$ cat src/rtl/fre_pkg.sv
package fre_pkg;

	localparam int STAMP_W    = 27;
	localparam int LVL_W      = 16;
	localparam int IVAL_W     = 16;
	localparam int GAIN_W     = 16;
	localparam int CFG_IDX_W  = 3;
	localparam int CFG_DATA_W = 16;
	localparam int X_W        = IVAL_W + 1;
	localparam int NUM_W      = GAIN_W + X_W;
	localparam int DEN_W      = IVAL_W + 1;
	localparam int QUOT_W     = DEN_W;
	localparam int DIV_STEPS  = QUOT_W;
	localparam int CNT_W      = $clog2(DIV_STEPS + 1);

	localparam logic [CFG_IDX_W-1:0] CFG_FADE_IN_IVAL  = 3'd0;
	localparam logic [CFG_IDX_W-1:0] CFG_FADE_OUT_IVAL = 3'd1;
	localparam logic [CFG_IDX_W-1:0] CFG_GAIN          = 3'd2;
	localparam logic [CFG_IDX_W-1:0] CFG_IN_AS_OUT     = 3'd3;
	localparam logic [CFG_IDX_W-1:0] CFG_HALF_RANGE    = 3'd4;
	localparam logic [CFG_IDX_W-1:0] CFG_HOLD_MODE     = 3'd5;

	localparam logic KIND_PLAY = 1'b0;
	localparam logic KIND_TICK = 1'b1;

	localparam logic [IVAL_W-1:0] IVAL_RESET = 16'd1000;
	localparam logic [GAIN_W-1:0] GAIN_RESET = 16'd256;

	typedef enum logic [2:0] {
		ST_IDLE,
		ST_MUL,
		ST_LOAD,
		ST_DIV,
		ST_OUT
	} fre_state_t;

	typedef struct packed {
		logic             start;
		logic [NUM_W-1:0] num;
		logic [DEN_W-1:0] den;
	} div_req_t;

	typedef struct packed {
		logic              done;
		logic [QUOT_W-1:0] quot;
	} div_rsp_t;

endpackage

$ cat src/rtl/fre_if.sv
interface fre_in_if;
	logic                       valid;
	logic                       ready;
	logic                       kind;
	logic                       play_level;
	logic [fre_pkg::STAMP_W-1:0] now_ms;

	modport source (output valid, kind, play_level, now_ms, input ready);
	modport sink (input valid, kind, play_level, now_ms, output ready);
endinterface

interface fre_out_if;
	logic                      valid;
	logic                      ready;
	logic [fre_pkg::LVL_W-1:0] fade_in_level;
	logic [fre_pkg::LVL_W-1:0] fade_out_level;
	logic                      finished;

	modport source (output valid, fade_in_level, fade_out_level, finished, input ready);
	modport sink (input valid, fade_in_level, fade_out_level, finished, output ready);
endinterface

interface fre_cfg_if;
	logic                           valid;
	logic                           ready;
	logic [fre_pkg::CFG_IDX_W-1:0]  index;
	logic [fre_pkg::CFG_DATA_W-1:0] data;

	modport source (output valid, index, data, input ready);
	modport sink (input valid, index, data, output ready);
endinterface

$ cat src/rtl/fre_div.sv
module fre_div (
	input  logic              clk,
	input  logic              arst_n,
	input  fre_pkg::div_req_t req,
	output fre_pkg::div_rsp_t rsp
);
	import fre_pkg::*;

	logic              busy_q;
	logic              done_q;
	logic [CNT_W-1:0]  cnt_q;
	logic [DEN_W-1:0]  rem_q;
	logic [DEN_W-1:0]  den_q;
	logic [QUOT_W-1:0] lo_q;
	logic [QUOT_W-1:0] quot_q;
	logic [DEN_W:0]    trial;
	logic [DEN_W:0]    diff;
	logic              ge;
	logic [DEN_W-1:0]  rem_next;

	always_comb begin
		trial    = {rem_q, lo_q[QUOT_W-1]};
		ge       = trial >= {1'b0, den_q};
		diff     = trial - {1'b0, den_q};
		rem_next = ge ? diff[DEN_W-1:0] : trial[DEN_W-1:0];
	end

	always_ff @(posedge clk or negedge arst_n) begin
		if (!arst_n) begin
			busy_q <= 1'b0;
			done_q <= 1'b0;
			cnt_q  <= '0;
		end else begin
			done_q <= 1'b0;
			if (req.start) begin
				busy_q <= 1'b1;
				cnt_q  <= CNT_W'(DIV_STEPS);
			end else if (busy_q) begin
				cnt_q <= cnt_q - 1'b1;
				if (cnt_q == CNT_W'(1)) begin
					busy_q <= 1'b0;
					done_q <= 1'b1;
				end
			end
		end
	end

	always_ff @(posedge clk) begin
		if (req.start) begin
			rem_q  <= {{(DEN_W - (NUM_W - QUOT_W)){1'b0}}, req.num[NUM_W-1:QUOT_W]};
			lo_q   <= req.num[QUOT_W-1:0];
			den_q  <= req.den;
			quot_q <= '0;
		end else if (busy_q) begin
			rem_q  <= rem_next;
			lo_q   <= {lo_q[QUOT_W-2:0], 1'b0};
			quot_q <= {quot_q[QUOT_W-2:0], ge};
		end
	end

	assign rsp.done = done_q;
	assign rsp.quot = quot_q;

endmodule

$ cat src/rtl/fade_ramp_envelope.sv
// Channel  Dir  Payload                                         Handshake
// cfg      in   index[2:0], data[15:0]                          valid/ready, ready always high
// item     in   kind, play_level, now_ms[26:0]                  valid/ready
// result   out  fade_in_level[15:0], fade_out_level[15:0], finished  valid/ready
//
// A play event or a tick while idle is handled without leaving the idle state.
// A running tick runs multiply, load, divide (one quotient bit a cycle) and output steps.
// The result sits in an output register; the next item is taken while it waits.
// A running tick stalls in its last step while the previous result is not yet taken.
// Reset sets the sequencer, ramp state, output and configuration registers to their reset values.
module fade_ramp_envelope (
	input  logic       clk,
	input  logic       arst_n,
	fre_cfg_if.sink    cfg,
	fre_in_if.sink     item,
	fre_out_if.source  result
);
	import fre_pkg::*;

	fre_state_t state_q;
	fre_state_t state_d;

	logic [IVAL_W-1:0]  fade_in_ival_q;
	logic [IVAL_W-1:0]  fade_out_ival_q;
	logic [GAIN_W-1:0]  gain_q;
	logic               in_as_out_q;
	logic               half_range_q;
	logic               hold_mode_q;

	logic               running_q;
	logic               fading_in_q;
	logic [IVAL_W-1:0]  elapsed_q;
	logic [STAMP_W-1:0] last_stamp_q;
	logic [IVAL_W-1:0]  ival_q;
	logic               fin_q;
	logic [NUM_W-1:0]   prod_q;
	logic [DEN_W-1:0]   den_q;
	logic [LVL_W-1:0]   held_in_q;
	logic [LVL_W-1:0]   held_out_q;
	logic               fin_out_q;
	logic               out_valid_q;

	logic               item_fire;
	logic               slot_free;
	logic               start_ramp;
	logic [STAMP_W-1:0] delta;
	logic [IVAL_W-1:0]  ival_sel;
	logic [STAMP_W:0]   sum;
	logic [IVAL_W-1:0]  elapsed_new;
	logic [X_W-1:0]     x_op;
	logic [DEN_W-1:0]   den_op;
	logic [LVL_W-1:0]   lvl;
	logic               load_out;
	div_req_t           div_req;
	div_rsp_t           div_rsp;

	fre_div u_div (
		.clk    (clk),
		.arst_n (arst_n),
		.req    (div_req),
		.rsp    (div_rsp)
	);

	assign cfg.ready  = 1'b1;
	assign item.ready = (state_q == ST_IDLE);
	assign item_fire  = item.valid && item.ready;
	assign slot_free  = !out_valid_q || result.ready;

	always_comb begin
		delta = item.now_ms - last_stamp_q;
		if (delta[STAMP_W-1]) begin
			delta = '0;
		end
		ival_sel = fading_in_q ? fade_in_ival_q : fade_out_ival_q;
		if (ival_sel == '0) begin
			ival_sel = IVAL_W'(1);
		end
		sum = {{(STAMP_W + 1 - IVAL_W){1'b0}}, elapsed_q} + {1'b0, delta};
		elapsed_new = (sum > {{(STAMP_W + 1 - IVAL_W){1'b0}}, ival_sel}) ?
			ival_sel : sum[IVAL_W-1:0];
		start_ramp = hold_mode_q || item.play_level;
	end

	always_comb begin
		if (fading_in_q || !in_as_out_q) begin
			x_op   = {1'b0, elapsed_q};
			den_op = half_range_q ? {ival_q, 1'b0} : {1'b0, ival_q};
		end else if (half_range_q) begin
			x_op   = {1'b0, ival_q} + {1'b0, elapsed_q};
			den_op = {ival_q, 1'b0};
		end else begin
			x_op   = {1'b0, ival_q} - {1'b0, elapsed_q};
			den_op = {1'b0, ival_q};
		end
		lvl = div_rsp.quot[QUOT_W-1] ? {LVL_W{1'b1}} : div_rsp.quot[LVL_W-1:0];
	end

	always_ff @(posedge clk or negedge arst_n) begin
		if (!arst_n) begin
			state_q <= ST_IDLE;
		end else begin
			state_q <= state_d;
		end
	end

	always_comb begin
		state_d       = state_q;
		div_req.start = 1'b0;
		div_req.num   = prod_q;
		div_req.den   = den_q;
		load_out      = 1'b0;
		unique case (state_q)
			ST_IDLE: begin
				if (item_fire && item.kind == KIND_TICK && running_q) begin
					state_d = ST_MUL;
				end
			end
			ST_MUL: begin
				state_d = ST_LOAD;
			end
			ST_LOAD: begin
				div_req.start = 1'b1;
				state_d       = ST_DIV;
			end
			ST_DIV: begin
				if (div_rsp.done) begin
					state_d = ST_OUT;
				end
			end
			ST_OUT: begin
				if (slot_free) begin
					load_out = 1'b1;
					state_d  = ST_IDLE;
				end
			end
			default: begin
				state_d = ST_IDLE;
			end
		endcase
	end

	always_ff @(posedge clk or negedge arst_n) begin
		if (!arst_n) begin
			fade_in_ival_q  <= IVAL_RESET;
			fade_out_ival_q <= IVAL_RESET;
			gain_q          <= GAIN_RESET;
			in_as_out_q     <= 1'b0;
			half_range_q    <= 1'b0;
			hold_mode_q     <= 1'b0;
		end else if (cfg.valid && cfg.ready) begin
			unique case (cfg.index)
				CFG_FADE_IN_IVAL:  fade_in_ival_q  <= cfg.data[IVAL_W-1:0];
				CFG_FADE_OUT_IVAL: fade_out_ival_q <= cfg.data[IVAL_W-1:0];
				CFG_GAIN:          gain_q          <= cfg.data[GAIN_W-1:0];
				CFG_IN_AS_OUT:     in_as_out_q     <= cfg.data[0];
				CFG_HALF_RANGE:    half_range_q    <= cfg.data[0];
				CFG_HOLD_MODE:     hold_mode_q     <= cfg.data[0];
				default: begin
				end
			endcase
		end
	end

	always_ff @(posedge clk or negedge arst_n) begin
		if (!arst_n) begin
			running_q    <= 1'b0;
			fading_in_q  <= 1'b1;
			elapsed_q    <= '0;
			last_stamp_q <= '0;
			held_in_q    <= '0;
			held_out_q   <= '0;
			fin_out_q    <= 1'b0;
			out_valid_q  <= 1'b0;
		end else begin
			if (item_fire) begin
				if (item.kind == KIND_PLAY) begin
					if (start_ramp) begin
						fading_in_q  <= hold_mode_q ? item.play_level : !fading_in_q;
						elapsed_q    <= '0;
						last_stamp_q <= item.now_ms;
						running_q    <= 1'b1;
					end
				end else if (running_q) begin
					elapsed_q    <= elapsed_new;
					last_stamp_q <= item.now_ms;
					if (elapsed_new == ival_sel) begin
						running_q <= 1'b0;
					end
				end
			end
			if (load_out) begin
				out_valid_q <= 1'b1;
				fin_out_q   <= fin_q;
				if (fading_in_q) begin
					held_in_q  <= lvl;
					held_out_q <= '0;
				end else if (in_as_out_q) begin
					held_in_q <= fin_q ? '0 : lvl;
				end else begin
					held_out_q <= fin_q ? '0 : lvl;
					held_in_q  <= '0;
				end
			end else if (result.ready) begin
				out_valid_q <= 1'b0;
			end
		end
	end

	always_ff @(posedge clk) begin
		if (item_fire && item.kind == KIND_TICK && running_q) begin
			ival_q <= ival_sel;
			fin_q  <= (elapsed_new == ival_sel);
		end
		if (state_q == ST_MUL) begin
			prod_q <= gain_q * x_op;
			den_q  <= den_op;
		end
	end

	assign result.valid          = out_valid_q;
	assign result.fade_in_level  = held_in_q;
	assign result.fade_out_level = held_out_q;
	assign result.finished       = fin_out_q;

	a_out_from_seq: assert property (@(posedge clk) disable iff (!arst_n)
		$rose(out_valid_q) |-> $past(state_q) == ST_OUT)
		else $error("result became valid outside the output step");

	a_div_done_in_div: assert property (@(posedge clk) disable iff (!arst_n)
		div_rsp.done |-> state_q == ST_DIV)
		else $error("divider finished while the sequencer was not waiting");

	a_tick_starts_seq: assert property (@(posedge clk) disable iff (!arst_n)
		item_fire && item.kind == KIND_TICK && running_q |=> state_q == ST_MUL)
		else $error("running tick did not start the sequencer");

endmodule

$ cat src/flat_wrapper.sv
// flat-port wrapper written by rule: the top's interface ports become plain ports
module fade_ramp_envelope_flat import fre_pkg::*;
  (clk, arst_n, cfg_valid, cfg_index, cfg_data, cfg_ready, item_valid, item_kind, item_play_level, item_now_ms, item_ready, result_valid, result_fade_in_level, result_fade_out_level, result_finished, result_ready);
  fre_cfg_if cfg_i ();
  fre_in_if item_i ();
  fre_out_if result_i ();
  input  logic clk;
  input  logic arst_n;
  input wire logic [$bits(cfg_i.valid)-1:0] cfg_valid;
  input wire logic [$bits(cfg_i.index)-1:0] cfg_index;
  input wire logic [$bits(cfg_i.data)-1:0] cfg_data;
  output wire logic [$bits(cfg_i.ready)-1:0] cfg_ready;
  input wire logic [$bits(item_i.valid)-1:0] item_valid;
  input wire logic [$bits(item_i.kind)-1:0] item_kind;
  input wire logic [$bits(item_i.play_level)-1:0] item_play_level;
  input wire logic [$bits(item_i.now_ms)-1:0] item_now_ms;
  output wire logic [$bits(item_i.ready)-1:0] item_ready;
  output wire logic [$bits(result_i.valid)-1:0] result_valid;
  output wire logic [$bits(result_i.fade_in_level)-1:0] result_fade_in_level;
  output wire logic [$bits(result_i.fade_out_level)-1:0] result_fade_out_level;
  output wire logic [$bits(result_i.finished)-1:0] result_finished;
  input wire logic [$bits(result_i.ready)-1:0] result_ready;
  assign cfg_i.valid = cfg_valid;
  assign cfg_i.index = cfg_index;
  assign cfg_i.data = cfg_data;
  assign cfg_ready = cfg_i.ready;
  assign item_i.valid = item_valid;
  assign item_i.kind = item_kind;
  assign item_i.play_level = item_play_level;
  assign item_i.now_ms = item_now_ms;
  assign item_ready = item_i.ready;
  assign result_valid = result_i.valid;
  assign result_fade_in_level = result_i.fade_in_level;
  assign result_fade_out_level = result_i.fade_out_level;
  assign result_finished = result_i.finished;
  assign result_i.ready = result_ready;
  fade_ramp_envelope u_core (.clk(clk), .arst_n(arst_n), .cfg(cfg_i), .item(item_i), .result(result_i));
endmodule
$ cat config.mk
export PLATFORM = sky130hd
export DESIGN_NAME = fade_ramp_envelope_flat
export DESIGN_NICKNAME = d
export VERILOG_FILES = /design/src/rtl/fre_pkg.sv /design/src/rtl/fre_if.sv /design/src/rtl/fre_div.sv /design/src/rtl/fade_ramp_envelope.sv /design/src/flat_wrapper.sv
export SDC_FILE = /design/constraint.sdc
export NUM_CORES = 1
export LEC_CHECK = 0
export BUFFER_PORTS_ARGS = -buffer_cell sky130_fd_sc_hd__buf_2
export CAP_MARGIN = 10
export CORE_MARGIN = 2
export CORE_UTILIZATION = 40
export DETAILED_ROUTE_END_ITERATION = 10
export PLACE_DENSITY = 0.57
export SLEW_MARGIN = 25
export SYNTH_ARGS = -nofsm -noshare
export SYNTH_HDL_FRONTEND = slang
export SYNTH_SLANG_ARGS = --single-unit
$ cat constraint.sdc
create_clock -name clk -period 21.7 [get_ports clk]
set_clock_uncertainty 0.1 [all_clocks]
set_input_delay 1.085 -clock clk [delete_from_list [all_inputs] [get_ports clk]]
set_output_delay 1.085 -clock clk [all_outputs]
set_load 0.02 [all_outputs]
After elaboration in Yosys (flattened, before gate mapping)

Cells that the tools add are included.

Order comparisons: 2
Reduce and logical (&&, ||, !) cells: 26
Muxes and demuxes: 46
Add/sub/neg operators: 6
Bitwise logic cells: 1
Eq/ne operators: 16
Multiply operators: 1

Operators with widths:

| operator                                                         | count |
|---|---|
| 16-bit two-way mux                                               | 15 |
| 17-bit two-way mux                                               | 5 |
| 27-bit two-way mux                                               | 3 |
| 16-bit by 17-bit multiplier with 33-bit output                   | 1 |
| 28-bit by 16-bit > comparator with 1-bit output                  | 1 |
| 16-bit by 26-bit adder with 27-bit output                        | 1 |
| 27-bit subtractor                                                | 1 |
| 26-bit two-way mux                                               | 1 |
| 18-bit by 17-bit >= comparator with 1-bit output                 | 1 |
| 16-bit by 16-bit adder with 17-bit output                        | 1 |
| 16-bit by 16-bit subtractor with 17-bit output                   | 1 |
| 17-bit subtractor                                                | 1 |
| 16-bit == test                                                   | 1 |
| 16-bit zero test                                                 | 1 |
| 1-bit two-way mux                                                | 16 |
| 2-bit AND reduction                                              | 8 |
| 3-bit one-hot mux with 5 select lines                            | 1 |
| 3-bit by 2-bit == test with 1-bit output (second input constant) | 4 |
| 5-bit two-way mux                                                | 2 |
| 3-bit == test (second input constant)                            | 3 |
| 3-bit two-way mux                                                | 3 |
| 3-bit AND reduction                                              | 3 |
| 3-bit by 1-bit == test with 1-bit output (second input constant) | 2 |
| 3-bit zero test                                                  | 2 |
| 9 further kinds                                                  | 20 |

Logic and storage cells: 127
Bits in registers: 275
Output and inout bits: 36

Depth between registers and ports, before layout

Depth in word-level cells: 9
Depth in mapped cells: 41
Gate-level depth less buffers: 40

By module

From an unflattened synthesis, not the netlist that was laid out.

Cell total of the unflattened synthesis: 2,634
Area total of the unflattened synthesis: 25,176.6 µm²

By module, submodules not included:

| module             | area each (µm²) | cells each | times used |
|---|---|---|---|
| fade_ramp_envelope | 21,166.6        | 2,274      | 1 |
| fre_div            | 4,010.1         | 360        | 1 |

Least setup slack after synthesis

No wires, ideal clock.

Path type: flip-flop to flip-flop
Start point: register u_core.elapsed_q[1]
End point: register u_core.prod_q[30], data pin
Setup time: 258 ps
Stages on the path, launching flop included: 40
Setup slack: 12,543 ps
Buffers on the path: 1
Arrival: 8,800 ps
Cells stage by stage: dfrtp_1 -> inv_1 -> ha_1 -> mux2_2 -> ha_1 -> a21o_1 -> a21o_1 -> a21o_1 -> a21o_1 -> a21o_1 -> a21oi_1 -> o21ai_0 -> a21oi_1 -> o21ai_0 -> xnor2_1 -> o21ai_0 -> clkbuf_1 -> nand2_1 -> [4 not listed] -> fa_1 -> fa_1 -> inv_1 -> fa_1 -> inv_1 -> ha_1 -> a21o_1 -> a21oi_1 -> nor2b_1 -> nor2_1 -> o21ai_0 -> a31oi_1 -> a21o_1 -> o21ai_0 -> o31a_1 -> o21a_1 -> nor2_1 -> xnor2_1

Longest elaborated chain between the ends: 4
Elaborated cells on any way between the ends: 5
Classes of those cells: add/sub (2); mul (1); mux (2)

Ends and longest elaborated chain:

| what                                                                                                        | line                                               | source |
|---|---|---|
| from (decl)                                                                                                 | fade_ramp_envelope.sv:32                           | `logic [IVAL_W-1:0] elapsed_q;` |
| from (signal assigned)                                                                                      | fade_ramp_envelope.sv:184                          | `elapsed_q <= elapsed_new;` |
| 16-bit by 16-bit subtractor with 17-bit output or 16-bit by 16-bit adder with 17-bit output (tied branches) | fade_ramp_envelope.sv:92, fade_ramp_envelope.sv:89 |  |
| 17-bit two-way mux                                                                                          | fade_ramp_envelope.sv:88                           | `end else if (half_range_q) begin` |
| 17-bit two-way mux (*)                                                                                      | fade_ramp_envelope.sv:85                           | `if (fading_in_q \|\| !in_as_out_q) begin` |
| 16-bit by 17-bit multiplier with 33-bit output (*)                                                          | fade_ramp_envelope.sv:215                          | `prod_q <= gain_q * x_op;` |
| to (signal assigned)                                                                                        | fade_ramp_envelope.sv:215                          |  |
| to (decl)                                                                                                   | fade_ramp_envelope.sv:36                           | `logic [NUM_W-1:0] prod_q;` |

Every way passes the cells marked *; elsewhere a longest branch is shown, timed or not.
A chain may end at the register's enable or synchronous reset.

Final worst setup path

Start point: register u_core.elapsed_q[1]
End point: register u_core.prod_q[31], data pin

Same word-level chain as after synthesis.

==> flow_summary.yaml <==
die:
  placementRows: 90
  initial_core_util_pct: 40.6
  fp.dieW_um: 252
  dieArea_mm2: 0.0634
  design.core.area_mm2: 0.0606
  die_y_um: 252
  pin_count: 89
worst_setup_path:
  cp.arrival_ns: 9.97
  startpoint_type: "flop"
  cp.required_ns: 21.89
  cp_max_fo: 16
  cp_top_family: "adder cells"
  crit_buf_inv: 4
  end_kind: "flop"
  crit_slowest_cell: "or3_1"
  slowest_delay_ns: 0.63
  crit_top_cell: "fa_1"
  path_class: "reg2reg"
worst_hold_path:
  hold_path_class: "reg2reg"
synth:
  synth_ff_type: "dfrtp_1"
  ys_types: 81
  async_flop_share_pct: 50.9
  yosysWarnings: 0
  yosysSeqAreaShare_pct: 30.1
  synth_edf_count: 117
  synth_nets: 3084
  netlist_area_mm2: 0.0246
  ys_ff_latch: 275
  postSynthCellCount: 2616
  syn_avg_cell_area_um2: 9.39
sta:
  fmax_mhz: 102
  setup_viol: 0
  hold_violations: 0
  tns_ns: 0
  worstMarginPinSlew_ns: 1.03
  finalCritPeriodShare_pct: 45.1
  rsz0062_at_grt: "no"
  finalCriticalPeriod_ns: 9.78
  holdWs_ns: 0.314
  slew_viol_final: 0
  slew_headroom_pct: 31.0
power_and_ir_drop:
  p_int_mw: 2.01
  p_comb_share_pct: 61.8
  p_seq_share_pct: 23.4
  switching_power_mw: 1.75
  finalPower_mw: 3.76
  powerDensity_mw_per_mm2: 139
  pwr-share-clk_pct: 14.9
  ir_worst_vdd_uv: 105
  p_leak_nw: 12.7
  p_sw_share_pct: 46.6
clock_network:
  clk_pin_slew_worst_paths_ns: 0.06
  cts_resized: 0
  h-tree-depth: 2
  cts_tree: "built"
  hold_buffers: 0
  root_buffer: "clkbuf_16"
  numClockSinks: 275
  clk_path_buf_depth: 3
  cts_inserted_buffers: 35
  clk_latency_ns: 0.56
  cts_setup_buffers: 0
drt:
  detail-route-antenna-nets: 0
  vias_per_cell: 5.32
  drtPass1Iterations: 5
  wl_per_cell_um: 18.7
  route.final.wire_length_mm: 64.9
  via_count: 18479
  dr.first_iter.drc_count: 1207
  drcViolationCount: 0
outcome:
  status: "finished clean"
finish:
  areaGrowthSynthToFinish_pct: 9.83
  utilization_pct: 44.5
  fin_nets: 3136
  layout_commonest_cell: "nand2_1"
  drive_above_1_share_pct: 9.61
  final_cell_mix: "nand2_1 (385), inv_1 (366), fa_1 (212)"
  fillers: 5812
  antennaDiodeCount: 0
placed_design:
  place_congestion: 0.904
  io_buffers: 87
  dp_hpwl_mm: 50.1
job:
  cap_viol_max_count: 0
grt:
  grt_max_degree: 72
  overflow: 0
  grt_pass1_wl_mm: 105
  grtUsageTotal_pct: 20.9
  antenna_found_initial: 1
  grt_pass1_vias: 19214
final cells by class:
| class | instances | area [µm²] | area share (%) |
|---|---|---|---|
| Inverter | 367 | 1380 | 5.11 |
| Sequential cell | 275 | 7400 | 27.4 |
| Clock inverter | 21 | 169 | 0.626 |
| Timing Repair Buffer | 112 | 646 | 2.39 |
| Multi-Input combinational cell | 1877 | 15500 | 57.3 |
| Tap cell | 782 | 978 | 3.63 |
| Clock buffer | 42 | 942 | 3.49 |
registers in the layout (all words and copies together), names as in the netlist, 3 cells and up:
signal                        count
u_core.den_q                     17
u_core.elapsed_q                 16
u_core.fade_in_ival_q            16
u_core.fade_out_ival_q           16
u_core.gain_q                    16
u_core.ival_q                    16
u_core.last_stamp_q              27
u_core.prod_q                    33
u_core.result.fade_in_level      16
u_core.result.fade_out_level     16
u_core.state_q                    3
u_core.u_div.cnt_q                5
u_core.u_div.den_q               17
u_core.u_div.lo_q                17
u_core.u_div.quot_q              17
u_core.u_div.rem_q               17
worst reg2reg max path: cells and delay by family, from the launching register on:
family / cells / cell delay (ns)
adder cells (fa/ha/maj): 9 / 3.91
AO/OA/AOI/OAI: 16 / 3.30
AND/OR/NAND/NOR: 4 / 1.06
flip-flops: 1 / 0.45
buffers and inverters: 4 / 0.37
XOR/XNOR: 2 / 0.31
layer usage:
metal  up-vias  track usage, %  share of wire, %
met5         -               0                 0
met2       457            34.0                46
met4         0            5.73               2.5
met1      9148            28.8                45
li1       8767               -                 -
met3       107            3.68               6.1
final timing paths:
check                      slack [ns]                             from                                  end  cells after the start
max in group asynchronous       19.89                           arst_n      u_core.half_range_q$_DFFE_PN0P_                      2
max                             11.92  u_core.elapsed_q[1]$_DFFE_PN0P_          u_core.prod_q[31]$_DFFE_PP_                     35
min in group asynchronous        0.44                           arst_n  u_core.last_stamp_q[17]$_DFFE_PN0P_                      1
min                              0.31       u_core.den_q[13]$_DFFE_PP_     u_core.u_div.den_q[13]$_DFFE_PP_                      0
min reg2reg                      0.31       u_core.den_q[13]$_DFFE_PP_     u_core.u_div.den_q[13]$_DFFE_PP_                      0
max reg2reg                     11.92  u_core.elapsed_q[1]$_DFFE_PN0P_          u_core.prod_q[31]$_DFFE_PP_                     35
Yosys cell counts, drive strengths merged (9+ instances only):
master  instances  share of area, %
edfxtp        117                14
dfrtp         126                13
nand2b         22              0.56
o21ai         130               2.6
dfxtp          18               1.5
mux2i          49               2.0
o21bai         10              0.31
xor2           38               1.4
nor2          158               2.4
o211ai         12              0.37
ha            203                10
xnor2          74               2.7
nor2b          15              0.38
fa            212                17
o22ai          10              0.25
a31oi          14              0.36
nand3          23              0.47
and3            9              0.23
a21oi         103               2.1
and2           95               2.4
mux2           53               2.4
nand4          18              0.46
o31ai          36               1.1
a21o           41               1.3
dfstp          14               1.5
nor3           33              0.69
nand2         385               5.9
a211o          12              0.43
inv           367               5.6
clkbuf         85               1.3
buf            12              0.31
o21a           14              0.43
a211oi         21              0.64
metrics by stage:
step	cells	cell area (µm²)	setup slack [ns]
global route	3476	27000	11.15
global placement	3412	25800	11.82
finish	3476	27000	11.92
floorplan	2616	24600	12.54
detailed placement	3412	25800	11.66
CTS	3475	27000	11.63
power groups by stage:
stage	Sequential [mW]	Combinational (mW)	Clock, mW
after floorplan	0.813	1.79	0
after global placement	0.882	2.28	0
after detailed placement	0.886	2.31	0
after CTS	0.877	2.33	0.576
after global routing	0.896	2.64	0.596
final	0.879	2.32	0.559
kinds of logic after synthesis:
group | synth area share (%)
xor+xnor | 4.07
buf+inv | 7.21
other cells | 0.0153
compound gates | 11.7
fa+ha+maj | 27.6
flops | 30.1
simple gates | 14.9
mux | 4.43
(Power assumes the default switching activity.)
